<file path="config.mk">
export PLATFORM = sky130hd
export DESIGN_NAME = gld_pos
export DESIGN_NICKNAME = d
export VERILOG_FILES = /design/src/sv/gld_pkg.sv /design/src/sv/gld_pos.sv
export SDC_FILE = /design/constraint.sdc
export NUM_CORES = 1
export LEC_CHECK = 0
export ABC_AREA = 1
export BUFFER_PORTS_ARGS = -buffer_cell sky130_fd_sc_hd__buf_2
export CELL_PAD_IN_SITES_DETAIL_PLACEMENT = 0
export CELL_PAD_IN_SITES_GLOBAL_PLACEMENT = 1
export CORE_ASPECT_RATIO = 1.1
export CORE_MARGIN = 1
export CORE_UTILIZATION = 43
export CTS_CLUSTER_DIAMETER = 30
export DETAILED_ROUTE_END_ITERATION = 7
export GPL_TIMING_DRIVEN = 0
export PLACE_DENSITY = 0.88
export SYNTH_ARGS = -nofsm -noshare
export SYNTH_HDL_FRONTEND = slang
export SYNTH_SLANG_ARGS = --single-unit
</file>
<file path="constraint.sdc">
create_clock -name i_clk -period 11.6 [get_ports i_clk]
set_input_delay 1.16 -clock i_clk [delete_from_list [all_inputs] [get_ports i_clk]]
set_output_delay 1.16 -clock i_clk [all_outputs]
set_load 0.005 [all_outputs]
</file>
<file path="src/sv/gld_pkg.sv">
// ----------------------------------------------------------------------------
// gld_pkg: shared types and constants for the GIF LZW pixel decoder
// Request and status codes, payload structs, register indexes.
// ----------------------------------------------------------------------------
package gld_pkg;

    localparam int MAX_CODE_BITS = 12;
    localparam int DICT_ENTRIES  = 4096;
    localparam int STACK_DEPTH   = 4096;
    localparam int DICT_AW       = $clog2(DICT_ENTRIES);
    localparam int STACK_AW      = $clog2(STACK_DEPTH);

    localparam logic [1:0] REQ_BEGIN = 2'd0;
    localparam logic [1:0] REQ_BYTE  = 2'd1;
    localparam logic [1:0] REQ_PULL  = 2'd2;

    localparam logic [2:0] ST_PIXEL   = 3'd0;
    localparam logic [2:0] ST_NEED    = 3'd1;
    localparam logic [2:0] ST_TAKEN   = 3'd2;
    localparam logic [2:0] ST_REFUSED = 3'd3;
    localparam logic [2:0] ST_DONE    = 3'd4;
    localparam logic [2:0] ST_BAD     = 3'd5;

    localparam logic [2:0] REG_MIN    = 3'd0;
    localparam logic [2:0] REG_WIDTH  = 3'd1;
    localparam logic [2:0] REG_HEIGHT = 3'd2;
    localparam logic [2:0] REG_ILACE  = 3'd3;
    localparam logic [2:0] REG_TEN    = 3'd4;
    localparam logic [2:0] REG_TIDX   = 3'd5;

    typedef struct packed {
        logic [1:0] req_type;
        logic [7:0] data_byte;
    } t_in_item;

    typedef struct packed {
        logic [2:0]  status;
        logic [7:0]  color_index;
        logic [15:0] pixel_x;
        logic [15:0] pixel_row;
        logic        is_transparent;
        logic        last_pixel;
    } t_out_item;

    function automatic logic [3:0] ilace_start(input logic [1:0] p);
        case (p)
            2'd0:    return 4'd0;
            2'd1:    return 4'd4;
            2'd2:    return 4'd2;
            default: return 4'd1;
        endcase
    endfunction

    function automatic logic [3:0] ilace_step(input logic [1:0] p);
        case (p)
            2'd0, 2'd1: return 4'd8;
            2'd2:       return 4'd4;
            default:    return 4'd2;
        endcase
    endfunction

endpackage

</file>
<file path="src/sv/gld_pos.sv">
// ----------------------------------------------------------------------------
// gld_pos: pixel position tracker
// Keeps column, row and interlace pass; steps one pixel per advance.
// ----------------------------------------------------------------------------
module gld_pos (
    input  logic        i_clk,
    input  logic        i_rst_n,
    input  logic        i_clear,
    input  logic        i_advance,
    input  logic [15:0] i_width,
    input  logic [15:0] i_height,
    input  logic        i_ilace,
    output logic [15:0] o_col,
    output logic [15:0] o_row,
    output logic        o_last
);
    import gld_pkg::*;

    logic [15:0] r_col, r_row;
    logic [1:0]  r_pass;
    logic [15:0] w, h;
    logic [17:0] row_a, row_b, row_c, row_d;
    logic [1:0]  pass_n;
    logic [17:0] row_n;

    assign w = (i_width == 16'd0) ? 16'd1 : i_width;
    assign h = (i_height == 16'd0) ? 16'd1 : i_height;

    // work out the next row at end of line, walking at most three passes
    always_comb begin
        row_a  = {2'b00, r_row} + {14'd0, ilace_step(r_pass)};
        pass_n = r_pass;
        row_n  = row_a;
        row_b  = {14'd0, ilace_start(2'd1)};
        row_c  = {14'd0, ilace_start(2'd2)};
        row_d  = {14'd0, ilace_start(2'd3)};
        if (!i_ilace) begin
            row_n = {2'b00, r_row} + 18'd1;
        end else if (row_a >= {2'b00, h} && r_pass < 2'd3) begin
            if (r_pass == 2'd0 && row_b < {2'b00, h}) begin
                pass_n = 2'd1; row_n = row_b;
            end else if (r_pass <= 2'd1 && row_c < {2'b00, h}) begin
                pass_n = 2'd2; row_n = row_c;
            end else begin
                pass_n = 2'd3; row_n = row_d;
            end
        end
    end

    wire eol = ({1'b0, r_col} + 17'd1) >= {1'b0, w};
    assign o_last = eol && (row_n >= {2'b00, h});
    assign o_col  = r_col;
    assign o_row  = r_row;

    // step position
    always_ff @(posedge i_clk) begin
        if (!i_rst_n || i_clear) begin
            r_col  <= '0;
            r_row  <= '0;
            r_pass <= '0;
        end else if (i_advance) begin
            if (eol) begin
                r_col  <= '0;
                r_pass <= pass_n;
                if (!o_last) begin
                    r_row <= row_n[15:0];
                end
            end else begin
                r_col <= r_col + 16'd1;
            end
        end
    end
endmodule

</file>
==> results of run 1 <==
==> worst max-delay path by stage <==
stage               endpoint  slack (ns)  cells after the start  startpoint
finish                o_last        4.46                     36   r_pass[0]
global route          o_last        3.93                     36   r_pass[0]
CTS                   o_last        4.50                     36   r_pass[0]
detailed placement    o_last        4.85                     36   r_pass[0]
global placement      o_last        4.90                     36   r_pass[0]
floorplan             o_last        6.08                     35   r_pass[0]
==> worst max-delay path, delay by kind of cell, from the launching register on <==
kind	cells	cell delay [ns]
xor gates and xnor gates	1	0.25
adders and majority gates	4	1.14
buffers and inverters	7	0.56
AOI/OAI and AO/OA	4	0.93
DFF	1	0.39
and+or+nand+nor	20	2.44
==> final cells by class <==
type / instances / area [sq um]
flip-flops and latches: 34 / 681
multi-input cells: 497 / 2790
fillers: 980 / 4360
clock buffers: 7 / 76.3
well taps: 114 / 143
repair buffers: 69 / 345
plain buffers: 10 / 61.3
inverters: 124 / 465
==> placed cells by master (no fill, tap or decap), drive strengths merged <==
master    n
nand2   194
inv     124
nor2     78
buf      73
ha       53
nand3    41
a21oi    40
dfxtp    34
xor2     24
o21ai    18
clkbuf   13
nand4    11
nor3      7
nor4      6
xnor2     5
o21bai    3
o211ai    3
nor3b     3
a31oi     2
or2       2
and2      1
a41o      1
a211oi    1
a21o      1
nand3b    1
o21a      1
fa        1
==> per-stage QoR <==
stage	hold slack (ns)	setup WS, ns	util	total power [mW]	cell area, sq um
floorplan	0.491	6.08	-	0.146	4000
global placement	0.496	4.90	0.503	0.162	4480
detailed placement	0.506	4.85	0.503	0.163	4480
finish	0.513	4.46	0.511	0.245	4560
CTS	0.518	4.50	0.511	0.247	4560
global route	0.548	3.93	0.511	0.259	4560
==> state kept, by name, indices dropped and copies added (netlist names) <==
signal	cells
o_row	16
o_col	16
r_pass	2
==> per-layer routing <==
layer  vias to the layer above  GRT usage  part of all wire
li1                       2247          -                 -
met4                         0     0.0710             0.015
met3                        11     0.0229             0.033
met1                      1916      0.258              0.43
met5                         -          0                 0
met2                        88      0.465              0.52
==> power groups by stage <==
stage	sequential, mW	clock (mW)	combinational [mW]
finish	0.117	0.0853	0.0425
global placement	0.120	0	0.0416
floorplan	0.120	0	0.0264
CTS	0.117	0.0864	0.0431
global route	0.117	0.0924	0.0490
detailed placement	0.120	0	0.0429
==> cell families (layout without fill, tap and decap cells) <==
kind of cell	Yosys count	in the layout	share of synthesized area
flops	34	34	0.170
buf+inv	134	210	0.132
compound gates	70	70	0.0952
fa+ha+maj	54	54	0.171
xor+xnor	29	29	0.0636
simple gates	344	344	0.368
==> impl_metrics.env, run 1 <==
export IMPL_status="finished, final reports clean"
export IMPL_min_path_cells=2
export IMPL_yosysSeqAreaShare=0.170
export IMPL_htree_levels=2
export IMPL_cts_repair_resized=0
export IMPL_antenna_cells=0
export IMPL_dp_final_hpwl_mm=9.35
export IMPL_antenna_found_initial=0
export IMPL_num_vias=4262
export IMPL_worst_path_most_repeated_cell="nand2_1"
export IMPL_start_kind="flop"
export IMPL_grt_pass1_vias=4014
export IMPL_synthCells=665
export IMPL_power_internal_uw=174
export IMPL_synth_edf_count=0
export IMPL_required_ns=10.44
export IMPL_path_clk_slew_ns=0.07
export IMPL_synth_warnings=0
export IMPL_crit_type="flop to output port"
export IMPL_portBuffers=69
export IMPL_post_cts_setup_buffers=0
export IMPL_ant_nets=0
export IMPL_arrival_ns=5.98
export IMPL_holdCritPathClass="flop to flop"
export IMPL_grt_overflow=0
export IMPL_r2r_end="o_row[13]"
export IMPL_swShare=0.288
export IMPL_cts_buffers=5
export IMPL_rsz0062_at_grt="false"
export IMPL_syn_avg_cell_area_sq_um=6.01
export IMPL_row_count=36
export IMPL_detail_route_wirelength_mm=10.9
export IMPL_netlist_area_leader_share=0.180
export IMPL_timing_fmax_ghz=0.140
export IMPL_p_seq_frac=0.479
export IMPL_ir_drop_v=0.0000334
export IMPL_fin_cells=855
export IMPL_worst_slew_pin_slew_ns=0.886
export IMPL_drc_errors=0
export IMPL_hold_path_endpoint="o_col[1]"
export IMPL_synthTopCellsByCount="nand2_1 (192), inv_1 (123), nor2_1 (73), ha_1 (53), a21oi_1 (40)"
export IMPL_fin_worst_skew_ns=0.00147
export IMPL_num_nets_final=832
export IMPL_r2r_cells=37
export IMPL_drtPass1Iterations=5
export IMPL_power_frac_clock=0.348
export IMPL_cp_max_fo=10
export IMPL_grt_pass1_wl_mm=17.7
export IMPL_synth_most_common_cell="nand2_1"
export IMPL_synth_ff_latch_count=34
export IMPL_synth_nets=756
export IMPL_clock_latency_ns=0.29
export IMPL_die_x_um=93.9
export IMPL_areaGrowthSynthToFinish_pct=14.1
export IMPL_dp_cells=848
export IMPL_coreArea_sq_um=8920
export IMPL_slowest_stage="dfxtp_1"
export IMPL_netlist_area_sq_um=4000
export IMPL_grt_max_degree=11
export IMPL_cts_root_buf="clkbuf_8"
export IMPL_drive_gt1_frac=0.124
export IMPL_rrSetupSlack_ns=5.51
export IMPL_ios=70
export IMPL_die_area_sq_um=9680
export IMPL_cp_slowest_stage_delay_ns=0.39
export IMPL_clock_path_buffers=2
export IMPL_combPwrFrac=0.173
export IMPL_r2r_start="r_pass[0]"
export IMPL_worstSetupEndpointType="output port"
export IMPL_fp_dieH_um=103
export IMPL_setup_viol=0
export IMPL_ys_types=35
export IMPL_hold_viol_final=0
export IMPL_place_gp_congestion=0.904
export IMPL_fin_crit_ns=7.14
export IMPL_power_switching_uw=70.6
export IMPL_yosys_top_cells_area="nand2_1 (18%), dfxtp_1 (17%), ha_1 (17%), inv_1 (12%), nor2_1 (6.9%)"
export IMPL_hold_buffers=0
export IMPL_clock_sinks=34
export IMPL_routedWlPerCell_um=12.7
export IMPL_first_iter_violations=221
export IMPL_start_util=0.448
export IMPL_synthArstFlopShare=0
export IMPL_post_route_period_util=0.616
export IMPL_slew_viol_final=0
export IMPL_synth_area_leader_cell="nand2_1"
export IMPL_avgViaCountPerCell=4.98
export IMPL_track_usage=0.233
export IMPL_drv_cap=0
export IMPL_ys_flop_type="dfxtp_1"
export IMPL_relSlewSlack=0.407
export IMPL_p_leak_nw=2.65
export IMPL_tritoncts="built"
export IMPL_finalSetupTns_ns=0
export IMPL_p_per_area_nw_per_um2=53.7
export IMPL_hold_path_startpoint="o_col[1]"
Power figures use the tool's default switching activity.
==> run 2, diff against run 1 <==
--- a/config.mk
+++ b/config.mk
@@ -11,11 +11,11 @@
 export CELL_PAD_IN_SITES_GLOBAL_PLACEMENT = 1
 export CORE_ASPECT_RATIO = 1.1
 export CORE_MARGIN = 1
-export CORE_UTILIZATION = 43
+export CORE_UTILIZATION = 39
 export CTS_CLUSTER_DIAMETER = 30
 export DETAILED_ROUTE_END_ITERATION = 7
 export GPL_TIMING_DRIVEN = 0
-export PLACE_DENSITY = 0.88
+export PLACE_DENSITY = 0.81
 export SYNTH_ARGS = -nofsm -noshare
 export SYNTH_HDL_FRONTEND = slang
 export SYNTH_SLANG_ARGS = --single-unit
==> constraint.sdc (replaced) <==
create_clock -name i_clk -period 7 [get_ports i_clk]
set_input_delay 0.7 -clock i_clk [delete_from_list [all_inputs] [get_ports i_clk]]
set_output_delay 0.7 -clock i_clk [all_outputs]
set_load 0.005 [all_outputs]
==> run 2 against run 1 <==
Net effect: worst setup slack got worse by 3.9 ns; sequential cell count unchanged; die area increased by 10%; clock skew increased by 0.0031 ns; core utilization decreased by 4.4 points; critical path depth decreased by 2; largest cell class unchanged.
==> impl_metrics.env, run 2 (synthesis gave the netlist of run 1 again) <==
export IMPL_worst_path_most_repeated_cell="nand2_1"
export IMPL_p_leak_nw=2.68
export IMPL_clock_sinks=34
export IMPL_power_frac_clock=0.398
export IMPL_dp_final_hpwl_mm=9.58
export IMPL_track_usage=0.220
export IMPL_drive_gt1_frac=0.135
export IMPL_fin_worst_skew_ns=0.00454
export IMPL_num_vias=4255
export IMPL_first_iter_violations=162
export IMPL_areaGrowthSynthToFinish_pct=15.7
export IMPL_status="finished, final reports clean"
export IMPL_hold_buffers=0
export IMPL_routedWlPerCell_um=13.1
export IMPL_row_count=38
export IMPL_post_cts_setup_buffers=0
export IMPL_antenna_cells=0
export IMPL_final_common_cell="nand2_1"
export IMPL_portBuffers=69
export IMPL_avgViaCountPerCell=4.94
export IMPL_arrival_ns=5.71
export IMPL_grt_pass1_wl_mm=18.7
export IMPL_place_gp_congestion=0.909
export IMPL_antenna_found_initial=0
export IMPL_cp_slowest_stage_delay_ns=0.39
export IMPL_start_kind="flop"
export IMPL_cts_root_buf="clkbuf_8"
export IMPL_power_internal_uw=320
export IMPL_drtPass1Iterations=7
export IMPL_setup_viol=0
export IMPL_grt_max_degree=11
export IMPL_required_ns=6.30
export IMPL_rsz0062_at_grt="false"
export IMPL_num_nets_final=832
export IMPL_holdCritPathClass="flop to flop"
export IMPL_detail_route_wirelength_mm=11.3
export IMPL_coreArea_sq_um=9890
export IMPL_p_per_area_nw_per_um2=95.5
export IMPL_drc_errors=0
export IMPL_grt_pass1_vias=4021
export IMPL_clock_path_buffers=2
export IMPL_relSlewSlack=0.414
export IMPL_tritoncts="built"
export IMPL_crit_type="flop to output port"
export IMPL_ir_drop_v=0.0000748
export IMPL_timing_fmax_ghz=0.156
export IMPL_finalSetupTns_ns=0
export IMPL_start_util=0.404
export IMPL_slowest_stage="dfxtp_1"
export IMPL_multiInputGateArea_sq_um=2810
export IMPL_ant_nets=0
export IMPL_worst_slew_pin_slew_ns=0.876
export IMPL_final_cell_mix="nand2_1 (192), inv_1 (123), nor2_1 (72)"
export IMPL_fp_dieH_um=108
export IMPL_htree_levels=2
export IMPL_power_switching_uw=121
export IMPL_path_clk_slew_ns=0.07
export IMPL_die_x_um=98.5
export IMPL_p_seq_frac=0.440
export IMPL_cts_buffers=5
export IMPL_worstSetupEndpointType="output port"
export IMPL_fillCellCount=1082
export IMPL_cp_max_fo=10
export IMPL_combPwrFrac=0.162
export IMPL_register_area_sq_um=681
export IMPL_ios=70
export IMPL_grt_overflow=0
export IMPL_die_area_sq_um=10700
export IMPL_fin_crit_ns=6.41
export IMPL_swShare=0.275
export IMPL_hold_viol_final=0
export IMPL_drv_cap=0
export IMPL_hold_ws_ns=0.520
export IMPL_slew_viol_final=0
export IMPL_clock_latency_ns=0.29
export IMPL_post_route_period_util=0.916
-- run 2: final cells by class --
class / count / area share
well taps: 120 / 0.0325
repair buffers: 69 / 0.0747
flip-flops and latches: 34 / 0.147
plain buffers: 10 / 0.0133
multi-input cells: 497 / 0.608
inverters: 124 / 0.101
clock buffers: 8 / 0.0238
-- run 2: per-layer routing --
metal / vias up / global-route usage / share of wire
met5: - / 0 / 0
met4: 0 / 0.0746 / 0.020
met3: 16 / 0.0246 / 0.041
met2: 89 / 0.415 / 0.50
met1: 1900 / 0.258 / 0.43
li1: 2250 / - / -
-- run 2: worst paths after layout --
kind | from | cells past startpoint | end | slack (ns)
worst min register to register | o_col[1] | 2 | o_col[1] | 0.52
worst max-delay path | r_pass[0] | 34 | o_last | 0.59
worst min-delay path | o_col[1] | 2 | o_col[1] | 0.52
worst max register to register | r_pass[0] | 35 | o_row[9] | 1.19
-- run 2: timing repair --
action | in CTS | in global routing
setup endpoints to repair | 0 | 1
hold endpoints to repair | 0 | 0
resized for setup | 0 | 8
-- run 2: metrics by stage --
step | power (mW) | instances | worst slack, ns | utilization | instance area [sq um]
6_report | 0.442 | 862 | 0.587 | 0.467 | 4620
5_1_grt | 0.465 | 862 | 0.0287 | 0.467 | 4620
4_1_cts | 0.447 | 862 | 0.329 | 0.465 | 4600
3_5_place_dp | 0.270 | 854 | 0.681 | 0.454 | 4490
3_3_place_gp | 0.269 | 854 | 0.708 | 0.454 | 4490
2_1_floorplan | 0.242 | 665 | 1.94 | - | 4000
-- run 2: critical path: cells and delay by family (launching register included) --
family / cells / cell delay, ns
AO/OA/AOI/OAI: 5 / 0.98
buffers and inverters: 7 / 0.52
XOR/XNOR: 1 / 0.22
AND/OR/NAND/NOR: 17 / 2.23
adder cells (fa/ha/maj): 4 / 1.10
flip-flops: 1 / 0.39
-- run 2: power by group through the flow --
stage          Sequential [mW]  Clock [mW]  Combinational [mW]
6_report                 0.194       0.176              0.0713
5_1_grt                  0.194       0.188              0.0824
4_1_cts                  0.194       0.181              0.0717
3_5_place_dp             0.199           0              0.0714
3_3_place_gp             0.199           0              0.0697
2_1_floorplan            0.199           0              0.0437
==> run 3, diff against run 2 <==
--- a/config.mk
+++ b/config.mk
@@ -15,7 +15,7 @@
 export CTS_CLUSTER_DIAMETER = 30
 export DETAILED_ROUTE_END_ITERATION = 7
 export GPL_TIMING_DRIVEN = 0
-export PLACE_DENSITY = 0.81
+export PLACE_DENSITY = 0.87
 export SYNTH_ARGS = -nofsm -noshare
 export SYNTH_HDL_FRONTEND = slang
 export SYNTH_SLANG_ARGS = --single-unit
==> run 3 against run 2 <==
Net effect: the flow now finishes with violations (design-rule violations); register-to-register slack got worse by 0.07 ns; final area decreased by 0.57%; first-iteration DRC count up 28%; clock skew down 0.0013 ns; fmax shrank 1.1%; total power shrank 4.6%; via count grew 0.21%; wire length is 0.64% lower; cell count did not move; worst setup slack worse by 0.071 ns; global-route usage down 0.098 points; combinational power increased by 0.7%; critical path type unchanged; critical endpoint unchanged; largest cell class unchanged.
==> impl_metrics.env, run 3 (synthesis gave the netlist of run 1 again) <==
export IMPL_status="complete, but fails checks"
export IMPL_violations="design-rule violations"
export IMPL_row_count=38
export IMPL_fp_dieH_um=108
export IMPL_slowest_stage="dfxtp_1"
export IMPL_worst_path_most_repeated_cell="nand2_1"
export IMPL_num_vias=4264
export IMPL_detail_route_wirelength_mm=11.2
export IMPL_ir_drop_v=0.0000576
export IMPL_die_x_um=98.5
export IMPL_antenna_cells=0
export IMPL_cp_slowest_stage_delay_ns=0.38
export IMPL_holdCritPathClass="flop to flop"
export IMPL_hold_viol_final=0
export IMPL_pre_cts_slack_ns=0.656
export IMPL_place_gp_congestion=0.888
export IMPL_hold_buffers=0
export IMPL_portBuffers=69
export IMPL_start_util=0.404
export IMPL_routedWlPerCell_um=13.0
export IMPL_drive_gt1_frac=0.132
export IMPL_p_leak_nw=2.67
export IMPL_grt_max_degree=11
export IMPL_coreArea_sq_um=9890
export IMPL_clock_sinks=34
export IMPL_antenna_found_initial=0
export IMPL_timing_fmax_ghz=0.154
export IMPL_final_common_cell="nand2_1"
export IMPL_setup_viol=0
export IMPL_final_util=0.465
export IMPL_tritoncts="built"
export IMPL_finalSetupTns_ns=0
export IMPL_final_cell_mix="nand2_1 (192), inv_1 (123), nor2_1 (72)"
export IMPL_avgViaCountPerCell=4.95
export IMPL_crit_type="flop to output port"
export IMPL_p_total_uw=421
export IMPL_grt_overflow=0
export IMPL_htree_levels=2
export IMPL_ios=70
export IMPL_dp_final_hpwl_mm=9.50
export IMPL_setup_ws_ns=0.516
export IMPL_dp_cells=854
export IMPL_cts_root_buf="clkbuf_8"
export IMPL_cp_max_fo=10
export IMPL_cts_buffers=5
export IMPL_fin_worst_skew_ns=0.00328
export IMPL_track_usage=0.219
export IMPL_num_nets_final=832
export IMPL_worstSetupEndpointType="output port"
export IMPL_clock_latency_ns=0.29
export IMPL_die_area_sq_um=10700
export IMPL_drtPass1Iterations=8
export IMPL_arrival_ns=5.78
export IMPL_slew_viol_final=0
export IMPL_fin_crit_ns=6.48
export IMPL_cts_repair_resized=0
export IMPL_p_per_area_nw_per_um2=91.7
export IMPL_dpl_cell_area_sq_um=4490
export IMPL_areaGrowthSynthToFinish_pct=15.0
export IMPL_start_kind="flop"
export IMPL_post_route_period_util=0.926
export IMPL_drc_errors=1
export IMPL_ant_nets=0
export IMPL_hold_ws_ns=0.520
export IMPL_clock_path_buffers=2
export IMPL_drv_cap=0
export IMPL_post_cts_setup_buffers=0
export IMPL_required_ns=6.30
export IMPL_fillCellCount=1076
export IMPL_first_iter_violations=208
export IMPL_grt_pass1_vias=4144
export IMPL_worst_slew_pin_slew_ns=0.891
export IMPL_fin_cells=862
export IMPL_relSlewSlack=0.404
export IMPL_grt_pass1_wl_mm=18.6
export IMPL_fin_area_sq_um=4600
export IMPL_path_clk_slew_ns=0.07
run 3: cell count changes in the layout (fill, tap and decap cells not counted):
| cell | previous run | this run |
|---|---|---|
| clkbuf_8 | 8 | 6 |
| clkbuf_1 | 6 | 7 |
| xor2_2 | 1 | 0 |
| clkinv_2 | 0 | 1 |
| xor2_1 | 23 | 24 |
run 3: path summary, 6_finish.rpt:
check                                from   endpoint  slack (ns)  cells past startpoint
worst max-delay path            r_pass[1]     o_last        0.52                     34
worst min-delay path            o_col[15]  o_col[15]        0.52                      2
worst max register to register  r_pass[1]   o_row[2]        1.12                     35
worst min register to register  o_col[15]  o_col[15]        0.52                      2
run 3: report_power, final:
part | internal, mW | switching (mW)
Sequential | 0.194 | 0.000723
Combinational | 0.0272 | 0.0445
Clock | 0.0794 | 0.0758
Total | 0.300 | 0.121
run 3: cell type report:
class                   count  area [sq um]  area share
flip-flops and latches     34           681       0.148
well taps                 120           150      0.0327
clock buffers               7          86.3      0.0188
repair buffers             69           345      0.0751
plain buffers              10          61.3      0.0133
multi-input cells         497          2800       0.610
clock inverters             1          5.00     0.00109
inverters                 124           465       0.101
run 3: metal layers:
layer | up-vias | part of all wire | track usage
met3 | 16 | 0.035 | 0.0220
met1 | 1912 | 0.44 | 0.256
met4 | 0 | 0.019 | 0.0853
met2 | 92 | 0.50 | 0.411
li1 | 2244 | - | -
met5 | - | 0 | 0
run 3: critical path: cells and delay by family (launching register included):
kind                     cells  cell delay [ns]
flip-flops                   1             0.38
buffers and inverters        7             0.55
AO/OA/AOI/OAI                5             0.99
XOR/XNOR                     1             0.26
adder cells (fa/ha/maj)      4             1.13
AND/OR/NAND/NOR             17             2.17
